File: src/design/clcd_pkg.sv
// Shared types, constants and the microcode program for the character LCD sequencer.
// Used by clcd_seq, clcd_dpath and char_lcd_nibble_sequencer; depends on nothing.
package clcd_pkg;

  // Field and register widths
  localparam int REG_W     = 16;
  localparam int REG_IDX_W = 3;
  localparam int NIB_W     = 4;
  localparam int BYTE_W    = 8;
  localparam int COL_W     = 6;

  // Configuration register indexes
  localparam logic [REG_IDX_W-1:0] REG_ENABLE_PULSE   = 3'd0;
  localparam logic [REG_IDX_W-1:0] REG_DATA_SETTLE    = 3'd1;
  localparam logic [REG_IDX_W-1:0] REG_COMMAND_SETTLE = 3'd2;
  localparam logic [REG_IDX_W-1:0] REG_POWER_UP       = 3'd3;
  localparam logic [REG_IDX_W-1:0] REG_INIT_WAIT      = 3'd4;

  // Register reset values (microseconds)
  localparam logic [REG_W-1:0] RST_ENABLE_PULSE   = 16'd1;
  localparam logic [REG_W-1:0] RST_DATA_SETTLE    = 16'd200;
  localparam logic [REG_W-1:0] RST_COMMAND_SETTLE = 16'd4500;
  localparam logic [REG_W-1:0] RST_POWER_UP       = 16'd15000;
  localparam logic [REG_W-1:0] RST_INIT_WAIT      = 16'd4200;

  // Cursor command constants
  localparam logic [BYTE_W-1:0] CMD_SET_DDRAM = 8'h80;
  localparam logic [BYTE_W-1:0] ROW2_OFFSET   = 8'h40;

  // Microcode store geometry
  localparam int UC_DEPTH = 13;
  localparam int PC_W     = $clog2(UC_DEPTH);
  localparam logic [PC_W-1:0] ADDR_BYTE = 4'd0;  // send-byte routine
  localparam logic [PC_W-1:0] ADDR_INIT = 4'd4;  // power-up routine

  // Init command bytes, walked by a loop counter
  localparam int NUM_INIT = 5;
  localparam int IDX_W    = $clog2(NUM_INIT);
  localparam logic [IDX_W-1:0] INIT_IDX_LAST = IDX_W'(NUM_INIT - 1);

  // Request kinds
  typedef enum logic [1:0] {
    KIND_DATA    = 2'd0,
    KIND_COMMAND = 2'd1,
    KIND_CURSOR  = 2'd2,
    KIND_INIT    = 2'd3
  } kind_t;

  // Nibble source for one pin event
  typedef enum logic [1:0] {
    NIB_HIGH  = 2'd0,
    NIB_LOW   = 2'd1,
    NIB_CONST = 2'd2
  } nib_sel_t;

  // Hold time source for one pin event
  typedef enum logic [2:0] {
    HOLD_PULSE  = 3'd0,
    HOLD_SETTLE = 3'd1,  // data or command settle by RS
    HOLD_DATA   = 3'd2,
    HOLD_POWER  = 3'd3,
    HOLD_INIT   = 3'd4
  } hold_sel_t;

  // Sequencing operation at the end of a step
  typedef enum logic [1:0] {
    OP_NEXT      = 2'd0,  // fall through
    OP_LOAD_INIT = 2'd1,  // load first init byte, jump to send-byte
    OP_LOOP      = 2'd2   // next init byte and jump back, else finish
  } op_t;

  // One control word
  typedef struct packed {
    logic             enable;
    nib_sel_t         nib_sel;
    logic [NIB_W-1:0] nib_const;
    hold_sel_t        hold_sel;
    op_t              op;
  } ucode_t;

  // Sequencer to datapath control
  typedef struct packed {
    logic              emit;
    logic              last;
    ucode_t            word;
    logic              load_init;
    logic [BYTE_W-1:0] init_byte;
  } seq_ctl_t;

  typedef struct packed {
    kind_t             kind;
    logic [BYTE_W-1:0] byte_value;
    logic [1:0]        row;
    logic [COL_W-1:0]  column;
  } request_t;

  typedef struct packed {
    logic             rs_level;
    logic             enable_level;
    logic [NIB_W-1:0] data_nibble;
    logic [REG_W-1:0] hold_us;
    logic             last;
  } pin_event_t;

  // Microcode program
  function automatic ucode_t ucode_word(input logic [PC_W-1:0] addr);
    ucode_t w;
    w = '{enable: 1'b0, nib_sel: NIB_CONST, nib_const: 4'h0,
          hold_sel: HOLD_PULSE, op: OP_NEXT};
    case (addr)
      // send-byte routine
      4'd0: w = '{1'b1, NIB_HIGH,  4'h0, HOLD_PULSE,  OP_NEXT};
      4'd1: w = '{1'b0, NIB_HIGH,  4'h0, HOLD_SETTLE, OP_NEXT};
      4'd2: w = '{1'b1, NIB_LOW,   4'h0, HOLD_PULSE,  OP_NEXT};
      4'd3: w = '{1'b0, NIB_LOW,   4'h0, HOLD_SETTLE, OP_LOOP};
      // power-up routine
      4'd4: w = '{1'b0, NIB_CONST, 4'h0, HOLD_POWER,  OP_NEXT};
      4'd5: w = '{1'b1, NIB_CONST, 4'h3, HOLD_PULSE,  OP_NEXT};
      4'd6: w = '{1'b0, NIB_CONST, 4'h3, HOLD_INIT,   OP_NEXT};
      4'd7: w = '{1'b1, NIB_CONST, 4'h3, HOLD_PULSE,  OP_NEXT};
      4'd8: w = '{1'b0, NIB_CONST, 4'h3, HOLD_DATA,   OP_NEXT};
      4'd9: w = '{1'b1, NIB_CONST, 4'h3, HOLD_PULSE,  OP_NEXT};
      4'd10: w = '{1'b0, NIB_CONST, 4'h3, HOLD_DATA,  OP_NEXT};
      4'd11: w = '{1'b1, NIB_CONST, 4'h2, HOLD_PULSE, OP_NEXT};
      4'd12: w = '{1'b0, NIB_CONST, 4'h2, HOLD_INIT,  OP_LOAD_INIT};
      default: w = '{1'b0, NIB_CONST, 4'h0, HOLD_PULSE, OP_LOOP};
    endcase
    return w;
  endfunction

  // Init command bytes
  function automatic logic [BYTE_W-1:0] init_byte(input logic [IDX_W-1:0] idx);
    logic [BYTE_W-1:0] b;
    b = 8'h0E;
    case (idx)
      3'd0: b = 8'h28;
      3'd1: b = 8'h08;
      3'd2: b = 8'h01;
      3'd3: b = 8'h06;
      default: b = 8'h0E;
    endcase
    return b;
  endfunction

endpackage

File: src/design/clcd_seq.sv
// Microcode sequencer: step counter, control store fetch, init byte loop.
// Depends on clcd_pkg.
module clcd_seq (
  input  logic                clk,
  input  logic                rst,
  input  logic                accept,
  input  clcd_pkg::kind_t     kind,
  output logic                busy,
  output clcd_pkg::seq_ctl_t  ctl
);

  logic [clcd_pkg::PC_W-1:0]  pc;
  logic [clcd_pkg::IDX_W-1:0] idx;
  logic                       init_mode;
  logic                       more_init;
  clcd_pkg::ucode_t           word;

  // Fetch and decode the current step
  assign word      = clcd_pkg::ucode_word(pc);
  assign more_init = init_mode && (idx != clcd_pkg::INIT_IDX_LAST);

  always_comb begin
    ctl.emit      = busy;
    ctl.word      = word;
    ctl.last      = busy && (word.op == clcd_pkg::OP_LOOP) && !more_init;
    ctl.load_init = 1'b0;
    ctl.init_byte = clcd_pkg::init_byte('0);
    case (word.op)
      clcd_pkg::OP_LOAD_INIT: begin
        ctl.load_init = busy;
        ctl.init_byte = clcd_pkg::init_byte('0);
      end
      clcd_pkg::OP_LOOP: begin
        ctl.load_init = busy && more_init;
        ctl.init_byte = clcd_pkg::init_byte(idx + 1'b1);
      end
      default: ;
    endcase
  end

  // Step counter and loop counter
  always_ff @(posedge clk) begin
    if (rst) begin
      busy      <= 1'b0;
      pc        <= clcd_pkg::ADDR_BYTE;
      idx       <= '0;
      init_mode <= 1'b0;
    end else if (accept) begin
      busy      <= 1'b1;
      idx       <= '0;
      init_mode <= (kind == clcd_pkg::KIND_INIT);
      pc        <= (kind == clcd_pkg::KIND_INIT) ? clcd_pkg::ADDR_INIT : clcd_pkg::ADDR_BYTE;
    end else if (busy) begin
      case (word.op)
        clcd_pkg::OP_LOAD_INIT: begin
          pc  <= clcd_pkg::ADDR_BYTE;
          idx <= '0;
        end
        clcd_pkg::OP_LOOP: begin
          if (more_init) begin
            pc  <= clcd_pkg::ADDR_BYTE;
            idx <= idx + 1'b1;
          end else begin
            busy <= 1'b0;
          end
        end
        default: pc <= pc + 1'b1;
      endcase
    end
  end

  // Checks
  a_end_on_last: assert property (@(posedge clk) disable iff (rst)
    $fell(busy) && !$past(rst) |-> $past(ctl.last))
    else $error("sequencer went idle without a final step");
  a_pc_range: assert property (@(posedge clk) disable iff (rst)
    busy |-> (pc < clcd_pkg::PC_W'(clcd_pkg::UC_DEPTH)))
    else $error("step counter beyond the control store");
  a_idx_range: assert property (@(posedge clk) disable iff (rst)
    idx <= clcd_pkg::INIT_IDX_LAST)
    else $error("init byte counter overrun");
  a_byte_only: assert property (@(posedge clk) disable iff (rst)
    busy && !init_mode |-> (pc < clcd_pkg::ADDR_INIT))
    else $error("byte request entered the power-up routine");

endmodule

File: src/design/clcd_dpath.sv
// Datapath: configuration registers, byte and RS latches, pin event output register.
// Depends on clcd_pkg.
module clcd_dpath (
  input  logic                              clk,
  input  logic                              rst,
  input  logic                              wr_en,
  input  logic [clcd_pkg::REG_IDX_W-1:0]    wr_index,
  input  logic [clcd_pkg::REG_W-1:0]        wr_data,
  input  logic                              accept,
  input  clcd_pkg::request_t                request,
  input  clcd_pkg::seq_ctl_t                ctl,
  output logic                              event_valid,
  output clcd_pkg::pin_event_t              event_item
);

  logic [clcd_pkg::REG_W-1:0]  enable_pulse_us;
  logic [clcd_pkg::REG_W-1:0]  data_settle_us;
  logic [clcd_pkg::REG_W-1:0]  command_settle_us;
  logic [clcd_pkg::REG_W-1:0]  power_up_us;
  logic [clcd_pkg::REG_W-1:0]  init_wait_us;
  logic [clcd_pkg::BYTE_W-1:0] byte_reg;
  logic                        rs_mode;
  logic [clcd_pkg::BYTE_W-1:0] cursor_cmd;
  logic [clcd_pkg::BYTE_W-1:0] col_m1;
  logic [clcd_pkg::NIB_W-1:0]  nib;
  logic [clcd_pkg::REG_W-1:0]  hold;

  // Configuration registers
  always_ff @(posedge clk) begin
    if (rst) begin
      enable_pulse_us   <= clcd_pkg::RST_ENABLE_PULSE;
      data_settle_us    <= clcd_pkg::RST_DATA_SETTLE;
      command_settle_us <= clcd_pkg::RST_COMMAND_SETTLE;
      power_up_us       <= clcd_pkg::RST_POWER_UP;
      init_wait_us      <= clcd_pkg::RST_INIT_WAIT;
    end else if (wr_en) begin
      case (wr_index)
        clcd_pkg::REG_ENABLE_PULSE:   enable_pulse_us   <= wr_data;
        clcd_pkg::REG_DATA_SETTLE:    data_settle_us    <= wr_data;
        clcd_pkg::REG_COMMAND_SETTLE: command_settle_us <= wr_data;
        clcd_pkg::REG_POWER_UP:       power_up_us       <= wr_data;
        clcd_pkg::REG_INIT_WAIT:      init_wait_us      <= wr_data;
        default: ;
      endcase
    end
  end

  // Cursor address command, wraps modulo 256
  assign col_m1 = clcd_pkg::BYTE_W'(request.column) - 8'd1;
  always_comb begin
    case (request.row)
      2'd1:    cursor_cmd = clcd_pkg::CMD_SET_DDRAM + col_m1;
      2'd2:    cursor_cmd = clcd_pkg::CMD_SET_DDRAM + clcd_pkg::ROW2_OFFSET + col_m1;
      default: cursor_cmd = clcd_pkg::CMD_SET_DDRAM;
    endcase
  end

  // Byte to send and register select mode
  always_ff @(posedge clk) begin
    if (accept) begin
      rs_mode  <= (request.kind == clcd_pkg::KIND_DATA);
      byte_reg <= (request.kind == clcd_pkg::KIND_CURSOR) ? cursor_cmd : request.byte_value;
    end else if (ctl.load_init) begin
      byte_reg <= ctl.init_byte;
    end
  end

  // Nibble and hold time of the current step
  always_comb begin
    case (ctl.word.nib_sel)
      clcd_pkg::NIB_HIGH: nib = byte_reg[7:4];
      clcd_pkg::NIB_LOW:  nib = byte_reg[3:0];
      default:            nib = ctl.word.nib_const;
    endcase
    case (ctl.word.hold_sel)
      clcd_pkg::HOLD_PULSE:  hold = enable_pulse_us;
      clcd_pkg::HOLD_SETTLE: hold = rs_mode ? data_settle_us : command_settle_us;
      clcd_pkg::HOLD_DATA:   hold = data_settle_us;
      clcd_pkg::HOLD_POWER:  hold = power_up_us;
      clcd_pkg::HOLD_INIT:   hold = init_wait_us;
      default:               hold = enable_pulse_us;
    endcase
  end

  // Output register, one item per emitted step
  always_ff @(posedge clk) begin
    if (rst) begin
      event_valid <= 1'b0;
    end else begin
      event_valid <= ctl.emit;
    end
  end

  always_ff @(posedge clk) begin
    if (ctl.emit) begin
      event_item.rs_level     <= rs_mode;
      event_item.enable_level <= ctl.word.enable;
      event_item.data_nibble  <= nib;
      event_item.hold_us      <= hold;
      event_item.last         <= ctl.last;
    end
  end

endmodule

File: src/design/char_lcd_nibble_sequencer.sv
// Top level of the character LCD 4-bit bus sequencer.
// Depends on clcd_pkg, clcd_seq and clcd_dpath.
//
// Use: drive request and pulse start while busy is low; the request is taken
// at that edge. Kinds: data character, command byte, cursor move, initialise.
// Each request becomes a train of pin events on event_item, each shown for
// one cycle with event_valid high; event_item.last marks the final one.
// The receiver cannot hold events off and must take one per valid cycle.
// Events leave through a register: the start edge loads the sequencer's
// step counter, and each step's event then passes the output register,
// one event per cycle. A byte request gives 4 events; an initialise
// request gives 29 events. busy drops as the last event is registered, so
// the next request can be taken at the edge that ends that event's cycle.
// The rate is set by the one-step-per-cycle microcode program counter.
// Timing registers are written through wr_en, wr_index and wr_data; the
// user must write them only while idle, the block itself does not enforce
// it. Indexes beyond the list are ignored. Synchronous reset clears the
// sequencer and output valid and restores the register defaults.
module char_lcd_nibble_sequencer (
  input  logic                           clk,
  input  logic                           rst,
  input  logic                           start,
  input  clcd_pkg::request_t             request,
  output logic                           busy,
  input  logic                           wr_en,
  input  logic [clcd_pkg::REG_IDX_W-1:0] wr_index,
  input  logic [clcd_pkg::REG_W-1:0]     wr_data,
  output logic                           event_valid,
  output clcd_pkg::pin_event_t           event_item
);

  logic               accept;
  clcd_pkg::seq_ctl_t ctl;

  assign accept = start && !busy;

  // Program sequencer
  clcd_seq u_seq (
    .clk    (clk),
    .rst    (rst),
    .accept (accept),
    .kind   (request.kind),
    .busy   (busy),
    .ctl    (ctl)
  );

  // Datapath and output register
  clcd_dpath u_dpath (
    .clk         (clk),
    .rst         (rst),
    .wr_en       (wr_en),
    .wr_index    (wr_index),
    .wr_data     (wr_data),
    .accept      (accept),
    .request     (request),
    .ctl         (ctl),
    .event_valid (event_valid),
    .event_item  (event_item)
  );

endmodule
File: config.mk
export PLATFORM = sky130hd
export DESIGN_NAME = char_lcd_nibble_sequencer
export DESIGN_NICKNAME = d
export VERILOG_FILES = /design/src/design/clcd_pkg.sv /design/src/design/clcd_seq.sv /design/src/design/clcd_dpath.sv /design/src/design/char_lcd_nibble_sequencer.sv
export SDC_FILE = /design/constraint.sdc
export NUM_CORES = 1
export LEC_CHECK = 0
export ABC_CLOCK_PERIOD_IN_PS = 3100
export BUFFER_PORTS_ARGS = -buffer_cell sky130_fd_sc_hd__buf_2
export CAP_MARGIN = 20
export CORE_ASPECT_RATIO = 1.4
export CORE_MARGIN = 2
export CORE_UTILIZATION = 30
export DETAILED_ROUTE_END_ITERATION = 10
export GPL_TIMING_DRIVEN = 0
export PLACE_DENSITY = 0.52
export SYNTH_ARGS = -nofsm -noshare
export SYNTH_HDL_FRONTEND = slang
export SYNTH_HIERARCHICAL = 1
export SYNTH_SLANG_ARGS = --single-unit
File: constraint.sdc
create_clock -name clk -period 3.1 [get_ports clk]
set_input_delay 0.155 -clock clk [delete_from_list [all_inputs] [get_ports clk]]
set_output_delay 0.155 -clock clk [all_outputs]
set_load 0.05 [all_outputs]
==> flow_summary.toml <==
[status]
run_status = "completed"

[timing]
tns_ns = 0
final-hold-violation-count = 0
finClkSkew_ns = 0.0144
worst_pin_slew_ns = 0.701
finalMaxSlewViolations = 0
layout_setup_ws_ns = 0.655
rsz0062_at_grt = "false"
min_period_ns = 2.45
fmax_ghz = 0.409
whs_ns = 0.0317
finalCritPeriodShare = 0.789
setup_viol = 0
relSlewSlack = 0.532

[power]
p_sw_mw = 1.15
swShare = 0.266
clockPowerShare = 0.448
internal_power_mw = 3.16
pwr-share-seq = 0.435
powerDensity_nw_per_um2 = 588
total_power_mw = 4.31
leakage_nw = 2.72
ir_drop_mv = 0.349
power_frac_comb = 0.116

[placed_design]
place.gp.congestion = 0.801
pre_cts_ws_ns = 0.704
post-dp-hpwl_mm = 11.9
portBuffers = 65

[route]
num_vias = 5013
wl_per_cell_um = 15.2
ant_nets = 0
drc = 0
wl_mm = 16.2
drt-initial-drc-count = 239
drt-pass1-iter-count = 4
vias_per_cell = 4.72

[setup_path]
rrSetupSlack_ns = 0.65
required_ns = 3.44
r2r_cells = 9
worstSetupEndpointType = "flip-flop"
endpoint = "u_seq/word[11]"
crit_arrival_ns = 2.78
crit_path_start = "u_seq/idx[0]"
start_kind = "flip-flop"
timing.rr.start = "u_seq/idx[0]"
crit_type = "flip-flop to flip-flop"
reg2reg_to = "u_seq/word[11]"
cp_max_fo = 10

[clock_network]
cts_buffers = 17
clk_pin_slew_ns = 0.06
cts_buffer_depth = 2
h-tree-depth = 4
cts_root_buffer = "clkbuf_16"
cts_tree = "yes"
cts_sinks = 132
cts_resized = 0
clk_latency_ns = 0.41
cts_setup_buffers = 0

[synthesis]
synthFlopType = "dfxtp_1"
synth.top_cell.area_share = 0.329
syn_inst = 708
synth_cell_type_count = 62
yosysTopAreaCell = "dfxtp_1"
synth_warnings = 6
synth_edf_count = 32
ys_ff_latch = 132
ys_top_cells_by_area = "dfxtp_1 33%, edfxtp_1 16%, nand2_1 12%"
async_flop_share = 0
yosysSeqAreaShare = 0.487
avgSynthCellArea_um2 = 8.60
syn_area_um2 = 6090

[final_layout]
final_common_cell = "nand2_1"
area_growth_pct = 20.4
drive_gt1_frac = 0.167
nFillCells = 2120
num-nets-final = 851
final_cell_mix = "196 x nand2_1, 100 x dfxtp_1, 75 x buf_2, 73 x a21oi_1, 39 x nor2_1"
diodes = 0
top_register = "u_dpath/event_item"
largest_reg_flops = 23

[global_route]
grt_max_degree = 25
grt.total_usage = 0.153
grt_pass1_wl_mm = 26.0
overflow = 0
grt_pass1_vias = 4935
antenna_found_initial = 0

[floorplanning]
initial_core_util = 0.306
design.core.area_um2 = 19900
die-area_um2 = 21500
ios = 66
die_w_um = 124
num_rows = 61
fp.dieH_um = 173

[hold_path]
hold_class = "input port to flip-flop"

[flow_run]
drv_cap = 0
[area by class of cell]
| cell class | instances | area (µm²) | area share |
|---|---|---|---|
| flip-flops and latches | 132 | 2960 | 0.404 |
| multi-input cells | 511 | 2810 | 0.384 |
| clock buffers | 18 | 450 | 0.0615 |
| repair buffers | 66 | 335 | 0.0458 |
| well taps | 252 | 315 | 0.0430 |
| plain buffers | 53 | 264 | 0.0360 |
| clock inverters | 14 | 125 | 0.0171 |
| inverters | 16 | 60.1 | 0.00820 |
[power by group through the flow]
stage          Sequential [mW]  Combinational [mW]  Clock (mW)
4_1_cts                   1.88               0.507        1.98
3_3_place_gp              1.91               0.504           0
2_1_floorplan             2.00               0.250           0
6_report                  1.88               0.502        1.93
5_1_grt                   1.88               0.548        2.06
3_5_place_dp              1.91               0.505           0
[metal layers]
layer / part of all wire / track usage / routed length [µm] / vias up
li1: - / - / - / 2615
met2: 0.56 / 0.292 / 8990 / 69
met1: 0.42 / 0.168 / 6740 / 2327
met4: 0.0051 / 0.0459 / 82 / 0
met3: 0.023 / 0.0295 / 372 / 2
met5: 0 / 0 / 0 / -
[Yosys cell counts (all sizes together), types with 3 or more instances]
master,number
and3,3
nand3b,23
inv,16
nand2b,18
ha,13
clkbuf,31
xnor2,3
nor3,5
nand3,7
edfxtp,32
buf,22
a22oi,22
a211oi,17
nor4,3
a21oi,74
nor2,39
nor2b,7
o21ai,9
nand2,196
dfxtp,100
o22ai,19
mux2i,6
or2,3
[worst min path at each step]
stage | startpoint | endpoint | slack, ns | cells past startpoint
floorplan | rst | u_seq/init_mode | 0.22 | 1
global placement | rst | u_seq/init_mode | 0.43 | 2
detailed placement | rst | u_seq/init_mode | 0.44 | 2
CTS | wr_data[3] | u_dpath/enable_pulse_us[3] | 0.02 | 3
global route | wr_data[3] | u_dpath/enable_pulse_us[3] | 0.02 | 3
finish | wr_data[7] | u_dpath/enable_pulse_us[7] | 0.03 | 3
[stage by stage]
step / utilization / cells / area (µm²)
after floorplan: - / 712 / 6100
after CTS: 0.368 / 1062 / 7330
after global routing: 0.368 / 1062 / 7330
after detailed placement: 0.338 / 1029 / 6740
final: 0.368 / 1062 / 7330
after global placement: 0.338 / 1029 / 6740
[critical path: stages (launching register included)]
cell and delay [ns]:
dfxtp_1 0.41, inv_1 0.11, ha_1 0.27, a21bo_1 0.24, buf_6 0.14, a2111o_1 0.46
a21oi_4 0.24, inv_1 0.07, ha_1 0.28, o21ai_1 0.14
[cell families (layout without fill, tap and decap cells)]
kind of cell / after synthesis / after routing / synth area share
buffers and inverters: 69 / 167 / 0.0532
adder cells (fa/ha/maj): 13 / 13 / 0.0267
multiplexers: 6 / 6 / 0.00987
XOR/XNOR: 5 / 5 / 0.00720
other: 1 / 5 / 0.000616
AO/OA/AOI/OAI: 167 / 167 / 0.180
AND/OR/NAND/NOR: 315 / 315 / 0.235
flip-flops: 132 / 132 / 0.487
[timing repair]
action                                 CTS  global route
hold buffers                             1             0
endpoints found under the hold margin    1             0
setup endpoints to repair                0             0
No activity file was read; power rests on OpenSTA's default activity.
